===== config.mk =====
export PLATFORM = sky130hd
export DESIGN_NAME = agc_envelope_normalizer_unit
export DESIGN_NICKNAME = d
export VERILOG_FILES = /design/src/rtl/agcen_pkg.sv /design/src/rtl/agcen_div.sv /design/src/rtl/agcen_dp.sv /design/src/rtl/agcen_ctrl.sv /design/src/rtl/agc_envelope_normalizer_unit.sv
export SDC_FILE = /design/constraint.sdc
export NUM_CORES = 2
export LEC_CHECK = 0
export BUFFER_PORTS_ARGS = -buffer_cell sky130_fd_sc_hd__buf_2
export CORE_MARGIN = 2
export CORE_UTILIZATION = 60
export CTS_BUF_LIST = sky130_fd_sc_hd__clkbuf_4
export CTS_CLUSTER_SIZE = 12
export DETAILED_ROUTE_END_ITERATION = 6
export HOLD_SLACK_MARGIN = 0.06
export MAX_ROUTING_LAYER = met4
export PLACE_DENSITY_LB_ADDON = 0.25
export SYNTH_ARGS = -nofsm -noshare
export SYNTH_HDL_FRONTEND = slang
export SYNTH_SLANG_ARGS = --single-unit

===== constraint.sdc =====
create_clock -name clock -period 16.5 [get_ports clock]
set_clock_uncertainty 0.15 [all_clocks]
set_input_delay 4.95 -clock clock [delete_from_list [all_inputs] [get_ports clock]]
set_output_delay 4.95 -clock clock [all_outputs]
set_load 0.005 [all_outputs]

===== src/rtl/agcen_pkg.sv =====
package agcen_pkg;

   // Time base and decay window.
   localparam int unsigned TIME_WIDTH = 32;
   localparam int unsigned DECAY_STEP = 10;

   // Q1.16 level format.
   localparam int unsigned LEVEL_W = 17;
   localparam logic [LEVEL_W-1:0] ONE_Q16 = 17'h10000;
   localparam logic [LEVEL_W-1:0] DECAY_MIN = 17'd7;

   // The decay factor is (FACTOR_BASE + decay) / (65536 * 100).
   localparam int unsigned FACTOR_W = 23;
   localparam logic [FACTOR_W-1:0] FACTOR_BASE = 23'd6488064;

   // Shared multiplier.
   localparam int unsigned MUL_W = 24;
   localparam int unsigned PROD_W = 2 * MUL_W;

   // floor(q / 100) for q below 2^23 is exactly (q * RECIP_100) >> RECIP_SHIFT.
   localparam logic [MUL_W-1:0] RECIP_100 = 24'd10737419;
   localparam int unsigned RECIP_SHIFT = 30;

   // Bit-serial divider: the quotient never exceeds 17 bits.
   localparam int unsigned DIV_STEPS = LEVEL_W;
   localparam int unsigned DIVIDEND_W = 2 * LEVEL_W;
   localparam int unsigned DIV_CNT_W = $clog2(DIV_STEPS);

   // Configuration register indexes.
   localparam int unsigned CSR_IDX_W = 2;
   localparam logic [CSR_IDX_W-1:0] CSR_OUT_MAX = 2'd0;
   localparam logic [CSR_IDX_W-1:0] CSR_OUT_MIN = 2'd1;
   localparam logic [CSR_IDX_W-1:0] CSR_DECAY = 2'd2;

   typedef enum logic [3:0] {
      S_IDLE,
      S_HIGH_MUL,
      S_HIGH_RCP,
      S_HIGH,
      S_LOW_MUL,
      S_LOW_RCP,
      S_LOW,
      S_DIV,
      S_NORM,
      S_MAP,
      S_OUT
   } state_type;

   typedef enum logic [1:0] {
      MUL_HIGH,
      MUL_RECIP,
      MUL_SPAN,
      MUL_MAP
   } mul_sel_type;

   typedef struct packed {
      logic        capture;
      logic        mul_en;
      mul_sel_type mul_sel;
      logic        hi_en;
      logic        lo_en;
      logic        div_step;
      logic        quot_en;
      logic        out_load;
   } cmd_type;

   typedef struct packed {
      logic bypass;
      logic span_zero;
   } status_type;

endpackage


===== src/rtl/agcen_div.sv =====
module agcen_div (
   input  logic                               clock,
   input  logic                               load,
   input  logic                               step,
   input  logic [agcen_pkg::DIVIDEND_W-1:0]   dividend,
   input  logic [agcen_pkg::LEVEL_W-1:0]      divisor,
   output logic [agcen_pkg::LEVEL_W-1:0]      quotient
);
   import agcen_pkg::*;

   // The upper half of the dividend is below the divisor, so the partial
   // remainder starts there and one quotient bit comes out per step.
   logic [LEVEL_W:0]   rem_ff, rem_in;
   logic [LEVEL_W-1:0] bits_ff, bits_in;
   logic [LEVEL_W-1:0] dvs_ff, dvs_in;
   logic [LEVEL_W:0]   trial;

   always_comb begin
      rem_in  = rem_ff;
      bits_in = bits_ff;
      dvs_in  = dvs_ff;
      trial   = {rem_ff[LEVEL_W-1:0], bits_ff[LEVEL_W-1]};
      if (load) begin
         rem_in  = {1'b0, dividend[DIVIDEND_W-1:LEVEL_W]};
         bits_in = dividend[LEVEL_W-1:0];
         dvs_in  = divisor;
      end else if (step) begin
         if (trial >= {1'b0, dvs_ff}) begin
            rem_in  = trial - {1'b0, dvs_ff};
            bits_in = {bits_ff[LEVEL_W-2:0], 1'b1};
         end else begin
            rem_in  = trial;
            bits_in = {bits_ff[LEVEL_W-2:0], 1'b0};
         end
      end
   end

   always_ff @(posedge clock) begin
      rem_ff  <= rem_in;
      bits_ff <= bits_in;
      dvs_ff  <= dvs_in;
   end

   assign quotient = bits_ff;

endmodule


===== src/rtl/agcen_dp.sv =====
module agcen_dp (
   input  logic                                 clock,
   input  logic                                 reset,
   input  agcen_pkg::cmd_type                   cmd,
   output agcen_pkg::status_type                status,
   input  logic [agcen_pkg::TIME_WIDTH-1:0]     req_time_stamp,
   input  logic [agcen_pkg::LEVEL_W-1:0]        req_sample,
   input  logic                                 csr_we,
   input  logic [agcen_pkg::CSR_IDX_W-1:0]      csr_index,
   input  logic [agcen_pkg::LEVEL_W-1:0]        csr_wdata,
   output logic [agcen_pkg::LEVEL_W-1:0]        rsp_level,
   output logic                                 rsp_span_zero
);
   import agcen_pkg::*;

   // Configuration registers.
   logic [LEVEL_W-1:0] out_max_ff, out_max_in;
   logic [LEVEL_W-1:0] out_min_ff, out_min_in;
   logic [LEVEL_W-1:0] decay_ff, decay_in;

   // Tracking state.
   logic [LEVEL_W-1:0]    peak_high_ff, peak_high_in;
   logic [LEVEL_W-1:0]    peak_low_ff, peak_low_in;
   logic [TIME_WIDTH-1:0] decay_time_ff, decay_time_in;

   // Per-transaction working registers.
   logic [LEVEL_W-1:0]  x_ff, x_in;
   logic [FACTOR_W-1:0] factor_ff, factor_in;
   logic [LEVEL_W-1:0]  hi_ff, hi_in;
   logic [LEVEL_W-1:0]  span_ff, span_in;
   logic [LEVEL_W-1:0]  n_ff, n_in;
   logic                flag_ff, flag_in;
   logic [PROD_W-1:0]   prod_ff, prod_in;
   logic [LEVEL_W-1:0]  level_ff, level_in;
   logic                span_zero_ff, span_zero_in;

   logic [TIME_WIDTH:0]  time_sum;
   logic                 in_window;
   logic [LEVEL_W-1:0]   x_sat, d_sat, d_eff;
   logic [MUL_W-1:0]     mul_a, mul_b;
   logic [LEVEL_W-1:0]   scaled;
   logic [LEVEL_W-1:0]   hi_calc, lo_raw, lo_calc;
   logic                 zero_span;
   logic                 ordered;
   logic [LEVEL_W-1:0]   map_a, map_diff, map_base;
   logic [LEVEL_W:0]     level_sum;
   logic [DIVIDEND_W-1:0] dividend;
   logic [LEVEL_W-1:0]   divisor, quotient;

   agcen_div u_div (
      .clock    (clock),
      .load     (cmd.lo_en),
      .step     (cmd.div_step),
      .dividend (dividend),
      .divisor  (divisor),
      .quotient (quotient)
   );

   // Window test against the stored time; a carry out of the sum is kept.
   assign time_sum  = {1'b0, decay_time_ff} + (TIME_WIDTH + 1)'(DECAY_STEP);
   assign in_window = time_sum >= {1'b0, req_time_stamp};
   assign x_sat     = (req_sample > ONE_Q16) ? ONE_Q16 : req_sample;
   assign d_sat     = (decay_ff > ONE_Q16) ? ONE_Q16 : decay_ff;
   assign d_eff     = in_window ? d_sat : ONE_Q16;

   assign status.bypass    = in_window && (decay_ff < DECAY_MIN);

   // Floor of a product with the factor, after the reciprocal multiply.
   assign scaled  = prod_ff[RECIP_SHIFT +: LEVEL_W];
   assign hi_calc = (scaled > x_ff) ? scaled : x_ff;
   assign lo_raw  = hi_ff - scaled;
   assign lo_calc = (lo_raw < x_ff) ? lo_raw : x_ff;
   assign zero_span = hi_ff <= lo_calc;
   assign status.span_zero = zero_span;

   assign dividend = {1'b0, x_ff - lo_calc, {(LEVEL_W - 1){1'b0}}};
   assign divisor  = hi_ff - lo_calc;

   assign ordered  = out_min_ff < out_max_ff;
   assign map_a    = ordered ? n_ff : ONE_Q16 - n_ff;
   assign map_diff = ordered ? out_max_ff - out_min_ff : out_min_ff - out_max_ff;
   assign map_base = ordered ? out_min_ff : out_max_ff;
   assign level_sum = {1'b0, prod_ff[16 +: LEVEL_W]} + {1'b0, map_base};

   always_comb begin
      unique case (cmd.mul_sel)
         MUL_HIGH: begin
            mul_a = MUL_W'(peak_high_ff);
            mul_b = MUL_W'(factor_ff);
         end
         MUL_RECIP: begin
            mul_a = MUL_W'(prod_ff[16 +: FACTOR_W]);
            mul_b = RECIP_100;
         end
         MUL_SPAN: begin
            mul_a = MUL_W'(span_ff);
            mul_b = MUL_W'(factor_ff);
         end
         MUL_MAP: begin
            mul_a = MUL_W'(map_a);
            mul_b = MUL_W'(map_diff);
         end
         default: begin
            mul_a = '0;
            mul_b = '0;
         end
      endcase
   end

   always_comb begin
      out_max_in    = out_max_ff;
      out_min_in    = out_min_ff;
      decay_in      = decay_ff;
      peak_high_in  = peak_high_ff;
      peak_low_in   = peak_low_ff;
      decay_time_in = decay_time_ff;
      x_in          = x_ff;
      factor_in     = factor_ff;
      hi_in         = hi_ff;
      span_in       = span_ff;
      n_in          = n_ff;
      flag_in       = flag_ff;
      prod_in       = prod_ff;
      level_in      = level_ff;
      span_zero_in  = span_zero_ff;

      if (csr_we) begin
         unique case (csr_index)
            CSR_OUT_MAX: out_max_in = csr_wdata;
            CSR_OUT_MIN: out_min_in = csr_wdata;
            CSR_DECAY:   decay_in   = csr_wdata;
            default: ;
         endcase
      end

      if (cmd.capture) begin
         x_in      = x_sat;
         factor_in = FACTOR_BASE + FACTOR_W'(d_eff);
         n_in      = x_sat;
         flag_in   = 1'b0;
         if (in_window) begin
            decay_time_in = time_sum[TIME_WIDTH-1:0];
         end
         if (status.bypass) begin
            peak_high_in = ONE_Q16;
            peak_low_in  = '0;
         end
      end

      if (cmd.mul_en) begin
         prod_in = PROD_W'(mul_a) * PROD_W'(mul_b);
      end

      if (cmd.hi_en) begin
         hi_in   = hi_calc;
         span_in = (hi_calc > peak_low_ff) ? hi_calc - peak_low_ff : '0;
      end

      if (cmd.lo_en) begin
         peak_high_in = hi_ff;
         peak_low_in  = lo_calc;
         flag_in      = zero_span;
         n_in         = '0;
      end

      if (cmd.quot_en) begin
         n_in = (quotient > ONE_Q16) ? ONE_Q16 : quotient;
      end

      if (cmd.out_load) begin
         level_in     = level_sum[LEVEL_W-1:0];
         span_zero_in = flag_ff;
      end
   end

   always_ff @(posedge clock) begin
      if (reset) begin
         out_max_ff    <= ONE_Q16;
         out_min_ff    <= '0;
         decay_ff      <= 17'd32768;
         peak_high_ff  <= ONE_Q16;
         peak_low_ff   <= '0;
         decay_time_ff <= '0;
      end else begin
         out_max_ff    <= out_max_in;
         out_min_ff    <= out_min_in;
         decay_ff      <= decay_in;
         peak_high_ff  <= peak_high_in;
         peak_low_ff   <= peak_low_in;
         decay_time_ff <= decay_time_in;
      end
   end

   always_ff @(posedge clock) begin
      x_ff         <= x_in;
      factor_ff    <= factor_in;
      hi_ff        <= hi_in;
      span_ff      <= span_in;
      n_ff         <= n_in;
      flag_ff      <= flag_in;
      prod_ff      <= prod_in;
      level_ff     <= level_in;
      span_zero_ff <= span_zero_in;
   end

   assign rsp_level     = level_ff;
   assign rsp_span_zero = span_zero_ff;

endmodule


===== src/rtl/agcen_ctrl.sv =====
module agcen_ctrl (
   input  logic                     clock,
   input  logic                     reset,
   input  logic                     req_valid,
   output logic                     req_ready,
   output logic                     rsp_valid,
   input  logic                     rsp_ready,
   input  agcen_pkg::status_type    status,
   output agcen_pkg::cmd_type       cmd
);
   import agcen_pkg::*;

   state_type              state_ff, state_in;
   logic [DIV_CNT_W-1:0]   cnt_ff, cnt_in;
   logic                   rsp_valid_ff, rsp_valid_in;

   always_ff @(posedge clock) begin
      if (reset) begin
         state_ff     <= S_IDLE;
         cnt_ff       <= '0;
         rsp_valid_ff <= 1'b0;
      end else begin
         state_ff     <= state_in;
         cnt_ff       <= cnt_in;
         rsp_valid_ff <= rsp_valid_in;
      end
   end

   always_comb begin
      state_in  = state_ff;
      cnt_in    = cnt_ff;
      req_ready = 1'b0;
      cmd       = '0;
      cmd.mul_sel = MUL_HIGH;

      unique case (state_ff)
         S_IDLE: begin
            req_ready = 1'b1;
            if (req_valid) begin
               cmd.capture = 1'b1;
               state_in = status.bypass ? S_MAP : S_HIGH_MUL;
            end
         end
         S_HIGH_MUL: begin
            cmd.mul_en  = 1'b1;
            cmd.mul_sel = MUL_HIGH;
            state_in    = S_HIGH_RCP;
         end
         S_HIGH_RCP: begin
            cmd.mul_en  = 1'b1;
            cmd.mul_sel = MUL_RECIP;
            state_in    = S_HIGH;
         end
         S_HIGH: begin
            cmd.hi_en = 1'b1;
            state_in  = S_LOW_MUL;
         end
         S_LOW_MUL: begin
            cmd.mul_en  = 1'b1;
            cmd.mul_sel = MUL_SPAN;
            state_in    = S_LOW_RCP;
         end
         S_LOW_RCP: begin
            cmd.mul_en  = 1'b1;
            cmd.mul_sel = MUL_RECIP;
            state_in    = S_LOW;
         end
         S_LOW: begin
            cmd.lo_en = 1'b1;
            cnt_in    = '0;
            state_in  = status.span_zero ? S_MAP : S_DIV;
         end
         S_DIV: begin
            cmd.div_step = 1'b1;
            cnt_in = cnt_ff + 1'b1;
            if (cnt_ff == DIV_CNT_W'(DIV_STEPS - 1)) begin
               state_in = S_NORM;
            end
         end
         S_NORM: begin
            cmd.quot_en = 1'b1;
            state_in    = S_MAP;
         end
         S_MAP: begin
            cmd.mul_en  = 1'b1;
            cmd.mul_sel = MUL_MAP;
            state_in    = S_OUT;
         end
         S_OUT: begin
            // Wait here until the output register is free.
            if (!rsp_valid_ff || rsp_ready) begin
               cmd.out_load = 1'b1;
               state_in     = S_IDLE;
            end
         end
         default: state_in = S_IDLE;
      endcase
   end

   always_comb begin
      rsp_valid_in = rsp_valid_ff;
      if (cmd.out_load) begin
         rsp_valid_in = 1'b1;
      end else if (rsp_ready) begin
         rsp_valid_in = 1'b0;
      end
   end

   assign rsp_valid = rsp_valid_ff;

endmodule


===== src/rtl/agc_envelope_normalizer_unit.sv =====
// Peak-tracking gain control: each transaction carries a time stamp and a Q1.16
// sample; the unit keeps a decaying peak maximum and minimum, normalizes the
// sample into that span and maps it onto [out_min, out_max] (inverted when out_min
// is not below out_max), returning one level and a zero-span flag per transaction.
// With tracking active a transaction runs through the states on the single
// shared 24x24 multiplier and peak update (high multiply, reciprocal, high,
// low multiply, reciprocal, low), then the one-bit-per-cycle divider, then
// normalize, map and output load before the next acceptance. When the peak span
// collapses to zero the divider and normalize steps are skipped. With tracking
// disabled (decay below 7 inside the time window) only map and output load
// follow the capture. The result sits in an output register, so a stalled
// consumer holds up the unit only when a second result is ready to be loaded.
module agc_envelope_normalizer_unit (
   input  logic                                 clock,
   input  logic                                 reset,
   input  logic                                 req_valid,
   output logic                                 req_ready,
   input  logic [agcen_pkg::TIME_WIDTH-1:0]     req_time_stamp,
   input  logic [agcen_pkg::LEVEL_W-1:0]        req_sample,
   output logic                                 rsp_valid,
   input  logic                                 rsp_ready,
   output logic [agcen_pkg::LEVEL_W-1:0]        rsp_level,
   output logic                                 rsp_span_zero,
   input  logic                                 csr_we,
   input  logic [agcen_pkg::CSR_IDX_W-1:0]      csr_index,
   input  logic [agcen_pkg::LEVEL_W-1:0]        csr_wdata
);
   import agcen_pkg::*;

   cmd_type    cmd;
   status_type status;

   agcen_ctrl u_ctrl (
      .clock     (clock),
      .reset     (reset),
      .req_valid (req_valid),
      .req_ready (req_ready),
      .rsp_valid (rsp_valid),
      .rsp_ready (rsp_ready),
      .status    (status),
      .cmd       (cmd)
   );

   agcen_dp u_dp (
      .clock          (clock),
      .reset          (reset),
      .cmd            (cmd),
      .status         (status),
      .req_time_stamp (req_time_stamp),
      .req_sample     (req_sample),
      .csr_we         (csr_we),
      .csr_index      (csr_index),
      .csr_wdata      (csr_wdata),
      .rsp_level      (rsp_level),
      .rsp_span_zero  (rsp_span_zero)
   );

   // A captured transaction keeps the input closed in the following cycle.
   assert property (@(posedge clock) disable iff (reset)
      cmd.capture |=> !req_ready)
      else $error("input accepted again right after a capture");

   // The output register is loaded only when it is empty or being drained.
   assert property (@(posedge clock) disable iff (reset)
      cmd.out_load |-> (!rsp_valid || rsp_ready))
      else $error("result overwrote an undelivered transaction");

   // Datapath update steps never overlap.
   assert property (@(posedge clock) disable iff (reset)
      $onehot0({cmd.capture, cmd.hi_en, cmd.lo_en, cmd.quot_en, cmd.out_load,
                cmd.div_step}))
      else $error("overlapping datapath commands");

   // A loaded result is presented in the next cycle.
   assert property (@(posedge clock) disable iff (reset)
      cmd.out_load |=> rsp_valid)
      else $error("loaded result not presented");

endmodule

* Word-level counts from Yosys, hierarchy flattened *
Cells that the tools add are included.

operators by class
  $add $sub $neg = 12
  multipliers = 1
  $lt $le $gt $ge = 11
  equal/unequal tests = 19
  mux-type cells = 47
  reduce and logical (&&, ||, !) cells = 20

operators by type and width
  kind                                                 count
  two-way mux 17 bit                                   21
  subtractor 17 bit                                    7
  one-hot mux 24 bit (4 select lines)                  1
  one-hot mux 24 bit (3 select lines)                  1
  > comparator 17 bit, second input constant           3
  multiplier 24 x 24 -> 47 bit                         1
  one-hot mux 4 bit (11 select lines)                  1
  > comparator 17 bit                                  2
  < comparator 17 bit                                  2
  adder 32 x 4 -> 33 bit, second input constant        1
  greater-or-equal comparator 33 x 32 -> 1 bit         1
  two-way mux 16 bit                                   2
  adder 22 x 18 -> 23 bit, first input constant        1
  two-way mux 4 bit                                    5
  greater-or-equal comparator 18 x 17 -> 1 bit         1
  adder 17 bit                                         1
  less-or-equal comparator 17 bit                      1
  < comparator 17 x 3 -> 1 bit, second input constant  1
  subtractor 17 bit, first input constant              1
  == test 4 x 3 -> 1 bit, second input constant        4
  two-way mux 1 bit                                    14
  == test 4 bit, second input constant                 3
  one-hot mux 3 bit (4 select lines)                   1
  one-hot mux 5 bit (2 select lines)                   1
  other kinds (18)                                     33

word-level totals
  bits in registers = 335
  output and inout bits = 20
  logic and storage cells = 133

* Logic depth before layout (Yosys ltp) *
  depth in word-level cells = 7
  depth in mapped cells = 43

* Modules after synthesis *
A second synthesis with hierarchy kept.

unflattened totals
  cells, all modules = 4278
  area total of the unflattened synthesis = 37911.4 µm²

by module, submodules not included
  module      instances  cells an instance  area each (µm²)
  agcen_dp    1          3905               34026.4
  agcen_div   1          280                3184.3
  agcen_ctrl  1          93                 700.7

* Least setup slack after synthesis *
No wires, ideal clock.

  kind = reg-to-reg
  start point = register u_dp.out_min_ff[12]
  end point = register u_dp.prod_ff[38] (data pin)
  arrival = 9.295 ns
  slack = 6.789 ns
  cell stages (with the launch flop) = 36
  period minus slack after synthesis = 9.711 ns
  cell sequence = dfxtp_1 inv_1 ha_1 buf_2 a21oi_1 o21ai_0 a221o_1 nor3_1 clkbuf_1 clkbuf_1 mux2i_1 xnor2_1 o21ai_1 clkbuf_1 nand2_1 fa_1 inv_1 fa_1 inv_1 fa_1 inv_1 fa_1 inv_1 fa_1 inv_1 fa_1 inv_1 fa_1 inv_1 ha_1 o2111ai_1 o31a_2 o31a_4 o31a_1 o31ai_2 xor2_1

on the way
  word-level cells in the longest chain between the ends = 4

RTL lines
  what                                                                                               line                            text
  from (decl)                                                                                        agcen_dp.sv:18                  logic [LEVEL_W-1:0] out_min_ff, out_min_in;
  from (signal assigned)                                                                             agcen_dp.sv:186                 out_min_ff <= out_min_in;
  subtractor 17 bit / < comparator 17 bit (equally long branches)                                    agcen_dp.sv:81, agcen_dp.sv:79
  two-way mux 17 bit, on equally long branches                                                       agcen_dp.sv:81, agcen_dp.sv:80
  one-hot mux 24 bit (3 select lines) / one-hot mux 24 bit (4 select lines) (equally long branches)  agcen_dp.sv:86                  unique case (cmd.mul_sel)
  multiplier 24 x 24 -> 47 bit *                                                                     agcen_dp.sv:151                 prod_in = PROD_W'(mul_a) * PROD_W'(mul_b);
  to (signal assigned)                                                                               agcen_dp.sv:201                 prod_ff <= prod_in;
  to (decl)                                                                                          agcen_dp.sv:33                  logic [PROD_W-1:0] prod_ff, prod_in;

Mark *: on every way between the ends. The rest lies on a longest branch, timed or not. The select of a mux whose other input is x is not followed.
A chain may end at the register's enable or synchronous reset.

* Worst setup path after layout *
  start point = register u_dp.out_min_ff[12]
  end point = register u_dp.prod_ff[40] (data pin)

Same word-level chain as after synthesis.

==> results.json <==
{
  "status": "finished, violations left",
  "violations": "design-rule violations",
  "grt_max_degree": 94,
  "cp_max_fo": 20,
  "multiInputGateArea_mm2": 0.02574,
  "vias": 30232,
  "hp-start": "u_dp.flag_ff",
  "wl_um": 102600,
  "die-area_mm2": 0.06395,
  "drt_first_pass_iters": 7,
  "drt_iter0_drc": 2504,
  "slew_headroom_pct": 6.922,
  "cts_tree": "built",
  "hold_viol": 0,
  "setup_slack_ns": 5.483,
  "maxCapViolations": 0,
  "layout-drive-gt1-share_pct": 8.324,
  "postSynthAreaPerCell_um2": 8.734,
  "numCtsBuffers": 86,
  "seqCellArea_mm2": 0.007969,
  "core-area_mm2": 0.06148,
  "dp_hpwl_um": 81250,
  "hold_path_end": "u_dp.rsp_span_zero",
  "drt.antenna.violating_nets": 0,
  "worstPathArrival_ns": 11.50,
  "grt_pass1_wl_um": 161900,
  "post-route-period-util_pct": 66.77,
  "min_path_cells": 0,
  "overflow": 0,
  "cp.required_ns": 16.99,
  "hold_class": "reg2reg",
  "clk_latency_ns": 0.88,
  "antenna_found_initial": 4,
  "area_growth_pct": 7.451,
  "cts.sink_count": 313,
  "ys_seq_area_share_pct": 21.44,
  "cts-hold-fix-buffers": 0,
  "postCtsResizedCells": 0,
  "initial_core_util_pct": 60.44,
  "routedWlPerCell_um": 19.50,
  "grt_usage_pct": 33.79,
  "reg2reg_to": "u_dp.prod_ff[40]",
  "finalNetCount": 5282,
  "path_class": "reg2reg",
  "cts_root_buffer": "clkbuf_4",
  "grt_pass1_vias": 29933,
  "synth_seq_cells": 313,
  "rows": 91,
  "ys_dominant_reg_cell": "edfxtp_1",
  "io_buffers": 92,
  "post_cts_buffers": 0,
  "setup_tns_ns": 0,
  "preCtsSetupSlack_ns": 5.670,
  "fp.dieW_um": 252.9,
  "path_clk_slew_ns": 0.07,
  "worst_pin_slew_ns": 1.391,
  "viasPerCell": 5.744,
  "gp_congestion": 0.9961,
  "max_freq_ghz": 0.09077,
  "crit_path_end_kind": "flip-flop",
  "pin_count": 93,
  "ys_warn_count": 0,
  "startpoint_type": "flip-flop",
  "die_h_um": 252.9,
  "r2r_cells": 38,
  "reg2reg_slack_ns": 5.48,
  "reg2reg_from": "u_dp.out_min_ff[12]",
  "async_flop_share_pct": 0,
  "netlist_area_mm2": 0.03716,
  "nFillCells": 5264,
  "cts_buffer_depth": 3,
  "rsz0062_at_grt": "no",
  "cp_slowest_cell": "a221oi_2",
  "critPathMaxStageDelay_ns": 0.82,
  "synth-edff-count": 170,
  "period_needed_ns": 11.02,
  "drc_errors": 10,
  "slew_viol_final": 0,
  "cts_max_level": 3,
  "syn-instance-count": 4255,
  "finalSetupViolCount": 0,
  "synth_cell_types": 99
}
-- registers in the layout, indices dropped and copies added (netlist names), 17 cells and up --
register             count
u_dp.factor_ff          18
u_dp.hi_ff              17
u_dp.out_max_ff         17
u_dp.span_ff            17
u_dp.decay_ff           17
u_dp.peak_high_ff       17
u_dp.u_div.dvs_ff       17
u_dp.out_min_ff         17
u_dp.prod_ff            31
u_dp.n_ff               17
u_dp.decay_time_ff      31
u_dp.rsp_level          17
u_dp.u_div.quotient     17
u_dp.x_ff               17
u_dp.peak_low_ff        17
u_dp.u_div.rem_ff       17
-- area by class of cell --
| type | count | share of cell area (%) |
|---|---|---|
| Multi-Input combinational cell | 3010 | 64.47 |
| Sequential cell | 313 | 19.96 |
| Inverter | 831 | 7.811 |
| Clock buffer | 135 | 2.538 |
| Tap cell | 790 | 2.475 |
| Timing Repair Buffer | 154 | 2.319 |
| Clock inverter | 26 | 0.4073 |
| Antenna cell | 4 | 0.02507 |
-- stage by stage --
stage	hold WS (ns)	utilization, %	instance area, µm²	instances
after floorplan	0.2503	-	37360	4307
after global placement	0.2545	63.02	38750	5098
after detailed placement	0.2557	63.02	38750	5098
after CTS	0.2725	64.93	39920	5259
after global routing	0.2793	64.95	39930	5263
final	0.2763	64.95	39930	5263
-- worst max-delay path: cells and delay by family (launching register included) --
kind	cells	cell delay, ns
simple gates	3	0.81
buf+inv	8	0.68
compound gates	16	4.27
xor+xnor	2	0.26
fa+ha+maj	9	4.25
flops	1	0.38
-- worst max path at each step --
stage / from / endpoint / slack [ns] / depth (start not counted)
final: u_dp.out_min_ff[12] / u_dp.prod_ff[40] / 5.48 / 38
after global routing: u_dp.out_min_ff[12] / u_dp.prod_ff[43] / 4.94 / 38
after CTS: u_dp.out_min_ff[12] / u_dp.prod_ff[43] / 5.64 / 38
after detailed placement: u_dp.out_min_ff[12] / u_dp.prod_ff[40] / 5.67 / 38
after global placement: u_dp.out_min_ff[10] / u_dp.prod_ff[40] / 5.86 / 38
after floorplan: u_dp.out_min_ff[12] / u_dp.prod_ff[38] / 6.79 / 35
-- cells in the mapped netlist, drive strengths merged, types with 13 or more instances --
cell / count / area share (%)
inv: 829 / 8.4
nand2: 534 / 5.4
fa: 421 / 23
ha: 392 / 13
nor2: 283 / 2.9
a21oi: 217 / 3.0
edfxtp: 170 / 14
dfxtp: 143 / 7.7
o21ai: 142 / 1.9
clkbuf: 121 / 1.2
xnor2: 121 / 2.9
nor3: 94 / 1.4
a21o: 75 / 1.5
xor2: 64 / 1.5
nand3: 63 / 0.85
and2: 53 / 0.89
nor2b: 50 / 0.84
nand4: 40 / 0.69
a22o: 36 / 0.85
mux2i: 34 / 0.93
nand2b: 34 / 0.57
buf: 32 / 0.47
nor4: 24 / 0.42
o21a: 21 / 0.42
o21bai: 19 / 0.38
a31oi: 18 / 0.30
a211oi: 17 / 0.37
a22oi: 17 / 0.34
and3: 16 / 0.27
a21boi: 15 / 0.30
or3: 15 / 0.25
or2: 13 / 0.22
-- kinds of logic (layout without fill, tap and decap cells) --
family / count (synthesis) / after routing / share of synthesized area (%)
DFF: 313 / 313 / 21.44
AOI/OAI and AO/OA: 668 / 668 / 11.68
buffers and inverters: 984 / 1146 / 10.09
other: 2 / 58 / 0.02021
muxes: 37 / 37 / 1.017
xor gates and xnor gates: 185 / 185 / 4.360
and+or+nand+nor: 1253 / 1253 / 15.52
adders and majority gates: 813 / 813 / 35.88
-- per-layer routing --
| metal | vias up | global-route usage [%] | part of all wire (%) |
|---|---|---|---|
| li1 | 14075 | - | - |
| met4 | 0 | 12.61 | 4.0 |
| met3 | 270 | 6.168 | 8.6 |
| met2 | 1270 | 52.39 | 46 |
| met5 | - | - | 0 |
| met1 | 14617 | 44.40 | 42 |
-- layout by cell type (no fill, tap or decap), drive strengths merged, types with 94 or more instances in the layout --
cell and instances:
inv 833, nand2 534, fa 421, ha 392, nor2 283, a21oi 217, edfxtp 170, buf 154
dfxtp 143, o21ai 142, clkbuf 135, xnor2 121, nor3 94
Power is left out: the tool's default activity adds up to more than one toggle a clock period on the data nets, which glitch-free logic cannot reach.
